File: config.mk
export PLATFORM = sky130hd
export DESIGN_NAME = modbus_tcp_response_deframer
export DESIGN_NICKNAME = d
export VERILOG_FILES = /design/src/rtl/core/mtrd_pkg.sv /design/src/rtl/core/mtrd_frame_engine.sv /design/src/rtl/core/modbus_tcp_response_deframer.sv
export VERILOG_INCLUDE_DIRS = /design/src /design/src/rtl/core
export SDC_FILE = /design/constraint.sdc
export NUM_CORES = 1
export LEC_CHECK = 0
export ABC_AREA = 1
export BUFFER_PORTS_ARGS = -buffer_cell sky130_fd_sc_hd__buf_2
export CAP_MARGIN = 10
export CORE_MARGIN = 3
export CORE_UTILIZATION = 62
export CTS_BUF_LIST = sky130_fd_sc_hd__clkbuf_2 sky130_fd_sc_hd__clkbuf_4 sky130_fd_sc_hd__clkbuf_8
export DETAILED_ROUTE_END_ITERATION = 10
export GPL_TIMING_DRIVEN = 0
export HOLD_SLACK_MARGIN = 0.05
export PLACE_DENSITY = 0.87
export SYNTH_ARGS = -nofsm -noshare
export SYNTH_HDL_FRONTEND = slang
export SYNTH_SLANG_ARGS = --single-unit
File: constraint.sdc
create_clock -name clk -period 4.3 [get_ports clk]
set_input_delay 0.215 -clock clk [delete_from_list [all_inputs] [get_ports clk]]
set_output_delay 0.215 -clock clk [all_outputs]
set_load 0.02 [all_outputs]
File: src/rtl/core/modbus_tcp_response_deframer_macros.svh
// ----------------------------------------------------------------------------
// Modbus TCP response deframer assertion macros
// Concurrent assertion helpers, empty when built for synthesis.
// ----------------------------------------------------------------------------
`ifndef MODBUS_TCP_RESPONSE_DEFRAMER_MACROS_SVH
`define MODBUS_TCP_RESPONSE_DEFRAMER_MACROS_SVH

`ifndef SYNTHESIS
// same-cycle implication
`define MTRD_ASSERT_IMP(lbl, clk, rst_n, ante, cons) \
	lbl: assert property (@(posedge clk) disable iff (!rst_n) (ante) |-> (cons)) \
		else $error("mtrd assertion failed");
// next-cycle implication
`define MTRD_ASSERT_NEXT(lbl, clk, rst_n, ante, cons) \
	lbl: assert property (@(posedge clk) disable iff (!rst_n) (ante) |=> (cons)) \
		else $error("mtrd assertion failed");
`else
`define MTRD_ASSERT_IMP(lbl, clk, rst_n, ante, cons)
`define MTRD_ASSERT_NEXT(lbl, clk, rst_n, ante, cons)
`endif

`endif

File: src/rtl/core/mtrd_pkg.sv
// ----------------------------------------------------------------------------
// Modbus TCP response deframer package
// Status codes, header byte positions and the result bundle.
// ----------------------------------------------------------------------------
`default_nettype none

package mtrd_pkg;

	typedef enum logic [2:0] {
		ST_OK    = 3'd0,
		ST_SHORT = 3'd1,
		ST_BADFN = 3'd2,
		ST_ODD   = 3'd3,
		ST_BIG   = 3'd4,
		ST_HALT  = 3'd5,
		ST_TRUNC = 3'd6
	} status_t;

	localparam logic [7:0]  FN_READ_HOLDING = 8'h03;
	localparam logic [15:0] MIN_LENGTH      = 16'd3;
	localparam logic [16:0] LENGTH_BIAS     = 17'd6;

	localparam int unsigned POS_TID_HI = 0;
	localparam int unsigned POS_TID_LO = 1;
	localparam int unsigned POS_LEN_HI = 4;
	localparam int unsigned POS_LEN_LO = 5;
	localparam int unsigned POS_UNIT   = 6;
	localparam int unsigned POS_FUNC   = 7;
	localparam int unsigned POS_COUNT  = 8;
	localparam int unsigned POS_DATA   = 9;

	typedef struct packed {
		logic        has_result;
		logic        word_valid;
		logic [15:0] reg_value;
		logic [6:0]  reg_index;
		logic        frame_end;
		status_t     status;
		logic [7:0]  unit_id;
		logic [7:0]  function_code;
		logic [15:0] transaction_id;
		logic [7:0]  byte_count;
	} result_t;

endpackage

`default_nettype wire

File: src/rtl/core/mtrd_frame_engine.sv
// ----------------------------------------------------------------------------
// Modbus TCP response deframer frame engine
// Per-byte frame state update and result formation for one stream byte.
// ----------------------------------------------------------------------------
`default_nettype none

module mtrd_frame_engine
	import mtrd_pkg::*;
#(
	parameter int MAX_FRAME_BYTES = 260,
	parameter int MAX_DATA_BYTES  = 250
) (
	input  wire logic       clk,
	input  wire logic       arst_n,
	input  wire logic       advance,
	input  wire logic [7:0] rx_byte,
	output result_t         res
);

	localparam int PW = $clog2(MAX_FRAME_BYTES);
	localparam int FTW = $clog2(MAX_FRAME_BYTES + 1);
	localparam int CW = PW + 1;
	localparam int DW = (PW > 8) ? PW : 8;

	logic [PW-1:0]  pos_q, n_pos;
	logic [FTW-1:0] total_q, n_total;
	logic [15:0]    trans_q, n_trans;
	logic [15:0]    len_q, n_len;
	logic [7:0]     unit_q, n_unit;
	logic [7:0]     fn_q, n_fn;
	logic [7:0]     cnt_q, n_cnt;
	logic [7:0]     hold_q, n_hold;
	logic [6:0]     wc_q, n_wc;
	status_t        err_q, n_err;
	logic           halted_q, n_halted;

	logic           halt_now;
	logic           word_out;
	logic           last;
	logic [16:0]    tot_full;
	logic [PW-1:0]  d_pos;
	logic [PW-1:0]  c_pos;
	status_t        st;

	always_comb begin
		n_pos    = pos_q;
		n_total  = total_q;
		n_trans  = trans_q;
		n_len    = len_q;
		n_unit   = unit_q;
		n_fn     = fn_q;
		n_cnt    = cnt_q;
		n_hold   = hold_q;
		n_wc     = wc_q;
		n_err    = err_q;
		n_halted = halted_q;
		halt_now = 1'b0;
		word_out = 1'b0;
		last     = 1'b0;
		st       = ST_OK;
		tot_full = LENGTH_BIAS + {1'b0, len_q};
		d_pos    = pos_q - PW'(POS_DATA);
		c_pos    = pos_q - PW'(POS_COUNT);

		if (pos_q == PW'(POS_TID_HI)) begin
			n_trans = {rx_byte, 8'h00};
			n_len   = '0;
			n_unit  = '0;
			n_fn    = '0;
			n_cnt   = '0;
			n_hold  = '0;
			n_wc    = '0;
			n_err   = ST_OK;
		end else if (pos_q == PW'(POS_TID_LO)) begin
			n_trans[7:0] = rx_byte;
		end else if (pos_q == PW'(POS_LEN_HI)) begin
			n_len[15:8] = rx_byte;
		end else if (pos_q == PW'(POS_LEN_LO)) begin
			n_len[7:0] = rx_byte;
		end else if (pos_q == PW'(POS_UNIT)) begin
			n_unit = rx_byte;
			if (tot_full > 17'(MAX_FRAME_BYTES)) begin
				halt_now = 1'b1;
			end else begin
				n_total = FTW'(tot_full);
				if (len_q < MIN_LENGTH) begin
					n_err = ST_SHORT;
				end
			end
		end else if (pos_q == PW'(POS_FUNC)) begin
			n_fn = rx_byte;
			if (err_q == ST_OK && rx_byte != FN_READ_HOLDING) begin
				n_err = ST_BADFN;
			end
		end else if (pos_q == PW'(POS_COUNT)) begin
			n_cnt = rx_byte;
			if (err_q == ST_OK) begin
				if (rx_byte[0]) begin
					n_err = ST_ODD;
				end else if (rx_byte > 8'(MAX_DATA_BYTES)) begin
					n_err = ST_BIG;
				end
			end
		end else if (pos_q >= PW'(POS_DATA) && err_q == ST_OK) begin
			if (DW'(d_pos) < DW'(cnt_q)) begin
				if (!d_pos[0]) begin
					n_hold = rx_byte;
				end else begin
					word_out = 1'b1;
					n_wc     = wc_q + 7'd1;
				end
			end
		end

		if (halt_now) begin
			n_halted = 1'b1;
			n_pos    = '0;
			st       = ST_HALT;
		end else begin
			last = (pos_q >= PW'(POS_UNIT)) && ((CW'(pos_q) + CW'(1)) >= CW'(n_total));
			if (last) begin
				n_pos = '0;
				st    = n_err;
				if (st == ST_OK && pos_q >= PW'(POS_COUNT) && DW'(c_pos) < DW'(n_cnt)) begin
					st = ST_TRUNC;
				end
			end else begin
				n_pos = pos_q + PW'(1);
			end
		end

		res.has_result     = !halted_q && (halt_now || word_out || last);
		res.word_valid     = word_out;
		res.reg_value      = word_out ? {hold_q, rx_byte} : 16'h0000;
		res.reg_index      = word_out ? wc_q : 7'd0;
		res.frame_end      = halt_now || last;
		res.status         = st;
		res.unit_id        = n_unit;
		res.function_code  = n_fn;
		res.transaction_id = n_trans;
		res.byte_count     = n_cnt;
	end

	always_ff @(posedge clk or negedge arst_n) begin
		if (!arst_n) begin
			pos_q    <= '0;
			total_q  <= '0;
			trans_q  <= '0;
			len_q    <= '0;
			unit_q   <= '0;
			fn_q     <= '0;
			cnt_q    <= '0;
			hold_q   <= '0;
			wc_q     <= '0;
			err_q    <= ST_OK;
			halted_q <= 1'b0;
		end else if (advance && !halted_q) begin
			pos_q    <= n_pos;
			total_q  <= n_total;
			trans_q  <= n_trans;
			len_q    <= n_len;
			unit_q   <= n_unit;
			fn_q     <= n_fn;
			cnt_q    <= n_cnt;
			hold_q   <= n_hold;
			wc_q     <= n_wc;
			err_q    <= n_err;
			halted_q <= n_halted;
		end
	end

endmodule

`default_nettype wire

File: src/rtl/core/modbus_tcp_response_deframer.sv
// Path: any result for a byte held in the input register is loaded into the result
// register when that byte advances into the frame engine, which waits for the result register.
// Throughput: one byte per cycle; the input register is freed whenever the
// result register is empty or its beat is taken in the same cycle.
// Reset: arst_n clears all frame state, the halt flag and both valid bits.
// After an oversize frame the block drops every byte until reset.
// ----------------------------------------------------------------------------
// Modbus TCP response deframer
// Parses MBAP header and read-holding-registers data into register words.
// ----------------------------------------------------------------------------
`default_nettype none

`include "modbus_tcp_response_deframer_macros.svh"

module modbus_tcp_response_deframer
	import mtrd_pkg::*;
#(
	parameter int MAX_FRAME_BYTES = 260,
	parameter int MAX_DATA_BYTES  = 250
) (
	input  wire logic        clk,
	input  wire logic        arst_n,
	input  wire logic        rx_valid,
	output logic             rx_ready,
	input  wire logic [7:0]  rx_byte,
	output logic             res_valid,
	input  wire logic        res_ready,
	output logic             word_valid,
	output logic [15:0]      reg_value,
	output logic [6:0]       reg_index,
	output logic             frame_end,
	output logic [2:0]       status,
	output logic [7:0]       unit_id,
	output logic [7:0]       function_code,
	output logic [15:0]      transaction_id,
	output logic [7:0]       byte_count
);

	logic       valid_s1;
	logic [7:0] byte_s1;
	logic       valid_s2;
	result_t    res_s2;
	result_t    res_c;
	logic       advance;

	assign advance  = valid_s1 && (!valid_s2 || res_ready);
	assign rx_ready = !valid_s1 || advance;

	mtrd_frame_engine #(
		.MAX_FRAME_BYTES(MAX_FRAME_BYTES),
		.MAX_DATA_BYTES (MAX_DATA_BYTES)
	) u_engine (
		.clk    (clk),
		.arst_n (arst_n),
		.advance(advance),
		.rx_byte(byte_s1),
		.res    (res_c)
	);

	always_ff @(posedge clk or negedge arst_n) begin
		if (!arst_n) begin
			valid_s1 <= 1'b0;
			byte_s1  <= '0;
			valid_s2 <= 1'b0;
			res_s2   <= '0;
		end else begin
			if (rx_valid && rx_ready) begin
				valid_s1 <= 1'b1;
				byte_s1  <= rx_byte;
			end else if (advance) begin
				valid_s1 <= 1'b0;
			end
			// load a fresh result or drop the taken beat
			if (advance && res_c.has_result) begin
				valid_s2 <= 1'b1;
				res_s2   <= res_c;
			end else if (res_ready) begin
				valid_s2 <= 1'b0;
			end
		end
	end

	assign res_valid      = valid_s2;
	assign word_valid     = res_s2.word_valid;
	assign reg_value      = res_s2.reg_value;
	assign reg_index      = res_s2.reg_index;
	assign frame_end      = res_s2.frame_end;
	assign status         = res_s2.status;
	assign unit_id        = res_s2.unit_id;
	assign function_code  = res_s2.function_code;
	assign transaction_id = res_s2.transaction_id;
	assign byte_count     = res_s2.byte_count;

	`MTRD_ASSERT_IMP(a_status_only_at_end, clk, arst_n,
		valid_s2 && !res_s2.frame_end, res_s2.status == ST_OK)
	`MTRD_ASSERT_IMP(a_word_frame_clean, clk, arst_n,
		valid_s2 && res_s2.word_valid && res_s2.frame_end,
		res_s2.status == ST_OK || res_s2.status == ST_TRUNC)
	`MTRD_ASSERT_IMP(a_empty_output_ready, clk, arst_n, !valid_s2, rx_ready)
	`MTRD_ASSERT_NEXT(a_result_loads, clk, arst_n, advance && res_c.has_result, valid_s2)

endmodule

`default_nettype wire
==> reports/metrics.cfg <==
[routing]
first_pass_iters=6
route.detailed.drc=0
ant_nets=0
wl_per_cell_um=16.7
wl_um=25400
vias=8799
via_per_inst=5.79
dr.first_iter.drc_count=1161

[clocking]
cts_buffer_depth=2
clock_sink_count=171
htreeDepth=4
cts_tree=yes
clock-root-buffer=clkbuf_8
clock_latency_ns=0.47
cts.clk_slew.worst_paths_ns=0.10
cts_buffers=17

[synth]
yosys.area_share.simple=0.305
syn_area_mm2=0.00918
synth_top_family_by_area=simple AND/OR/NAND/NOR gates
ys_seq_area_frac=0.466
syn-num-nets=1261
synth_compound_area_frac=0.0962
synth_cells=1216
synth_warnings=0
muxShareOfSynthArea=0
synthFlopType=dfrtp_1
ys_seq_elements=171
synthXorXnorAreaFrac=0.0200
async_flop_share=1.00
yosysUniqueCellTypes=41
avgSynthCellArea_um2=7.55
synthAdderAreaFrac=0.0450
synth_edf_count=0

[floorplanning]
start_util=0.646
dieHeight_um=128
die_w_um=128
ios=82
core_mm2=0.0142
die_area_mm2=0.0163
rows=43

[sta]
setup_tns_ns=0
max_slew.worst_pin.slew_ns=0.669
period_share=0.923
drv_slew=0
hold_viol=0
relSlewSlack=0.554
period_needed_ns=3.97
clock_skew_ns=0.0140
setup_viol=0
fmax_mhz=252
rsz0062_at_grt=yes

[power]
leakage_nw=5.69
power_w=0.00288
ir_drop_uv=223
powerDensity_mw_per_mm2=276

[finish]
antenna_cells=0
final_layout_size_suffix_gt1_frac=0.135
final_util=0.735
multi_input_area_mm2=0.00432
final_common_cell=nand2_1
seq_area_mm2=0.00428
fin_nets=1374
layout_common_cells=nand2_1 (457), dfrtp_1 (170), o21ai_0 (99)
fill_cells=1102
synthToLayoutAreaGrowth_pct=13.7

[global_route]
grt-busiest-layer=met2
grt_usage=0.317
grt_max_degree=127
use_met3=0.0696
grt_overflow=0
grt_pass1_wl_um=41200
grtUsageMet1=0.446
antenna_found_initial=0
use_met2=0.487
grt_pass1_vias=8137

[critical_path]
rr_worst_depth=22
cp_slowest_cell=dfrtp_1
critPathMaxStageDelay_ns=0.50
required_ns=4.70
path_cells=inv_2 -> ha_1 -> nand2_1 -> nor2_1 -> nand2_1 -> nand2_4 -> nor2_1 -> inv_1 -> nor2_1 -> a21oi_1 -> nor2_1 -> inv_1 -> ha_1 -> inv_1 -> o211ai_1 -> inv_1 -> nand2_1 -> a21oi_1 -> nand3_1 -> nand2_1 -> nand2_1 -> nand2_1
critPathArrivalTime_ns=4.37
crit_path_frequent_cell=nand2_1
worst_setup_path_start_kind=register
worst-path-max-fanout=12
path_class=reg2reg
end_kind=register

[run]
maxCapViolCount=0

[worst_hold_path]
hold_path.class=in2async

[placement]
place_congestion=0.926
dp_hpwl_um=17900
port_buffers=81

[run_status]
status=finished clean

area by class of cell:
class	instances	share of cell area
Tap cell	180	0.0216
Clock inverter	14	0.0159
Inverter	104	0.0374
Timing Repair Buffer	94	0.0546
Multi-Input combinational cell	893	0.414
Sequential cell	171	0.410
Clock buffer	17	0.0224
Buffer	48	0.0243
per-layer routing:
metal	vias to the layer above	part of all wire
li1	4109	-
met1	4127	0.41
met2	485	0.45
met3	78	0.099
met4	0	0.034
met5	-	0
critical path, delay by kind of cell, from the launching register on:
kind,cells,cell delay [ns]
buf+inv,5,0.66
flops,1,0.50
simple gates,12,1.77
compound gates,3,0.39
fa+ha+maj,2,0.58
state kept, by name, summed over array words and instances (netlist names), 9 cells and up:
register          flops
transaction_id       16
u_engine.pos_q        9
reg_value            16
u_engine.trans_q     16
u_engine.total_q      9
u_engine.len_q       16
synth_stat cells (all sizes together), types with 8 or more instances:
cell type / n / share of area
o21ai: 107 / 0.059
nand3: 82 / 0.047
clkbuf: 22 / 0.0090
a21oi: 43 / 0.024
nor2: 91 / 0.041
a211oi: 8 / 0.0065
nand2: 462 / 0.19
buf: 26 / 0.016
ha: 33 / 0.045
dfrtp: 171 / 0.47
or2: 8 / 0.0055
nand4: 12 / 0.0082
inv: 103 / 0.042
xor2: 18 / 0.017
nor3: 12 / 0.0083
worst paths after layout:
path / startpoint / end / slack (ns)
max: u_engine.pos_q[0] / status[1] / 0.33
min: arst_n / u_engine.total_q[6] / 0.22
max reg2reg: u_engine.pos_q[0] / status[1] / 0.33
min reg2reg: u_engine.halted_q / u_engine.halted_q / 0.47
max in group asynchronous: arst_n / u_engine.hold_q[0] / 3.15
min in group clk: rx_valid / byte_s1[3] / 0.26
stage by stage:
step	cell area (um^2)	hold slack, ns	instances	setup WS [ns]
finish	10400	0.221	1521	0.333
global route	10400	0.233	1521	-0.0674
CTS	10400	0.232	1519	0.0975
detailed placement	9850	0.133	1478	0.0303
global placement	9810	0.449	1477	0.0873
floorplan	9180	-0.0806	1216	0.944
kinds of logic (layout without fill, tap and decap cells):
logic type,count (synthesis),in the layout
adders and majority gates,33,33
AOI/OAI and AO/OA,166,166
DFF,171,171
xor gates and xnor gates,21,21
buffers and inverters,152,277
and+or+nand+nor,673,673
power by group:
group	switching, W	internal, W
clock	0.000639	0.000524
combinational	0.0000645	0.0000196
sequential	0.0000185	0.00161
timing repair:
action / CTS / global route
pin swaps: 0 / 4
endpoints found under the setup margin: 1 / 78
endpoints found under the hold margin: 54 / 0
gates resized for setup: 1 / 20
hold buffers: 10 / 0
buffers inserted: 0 / 2
Power figures use the tool's default switching activity.
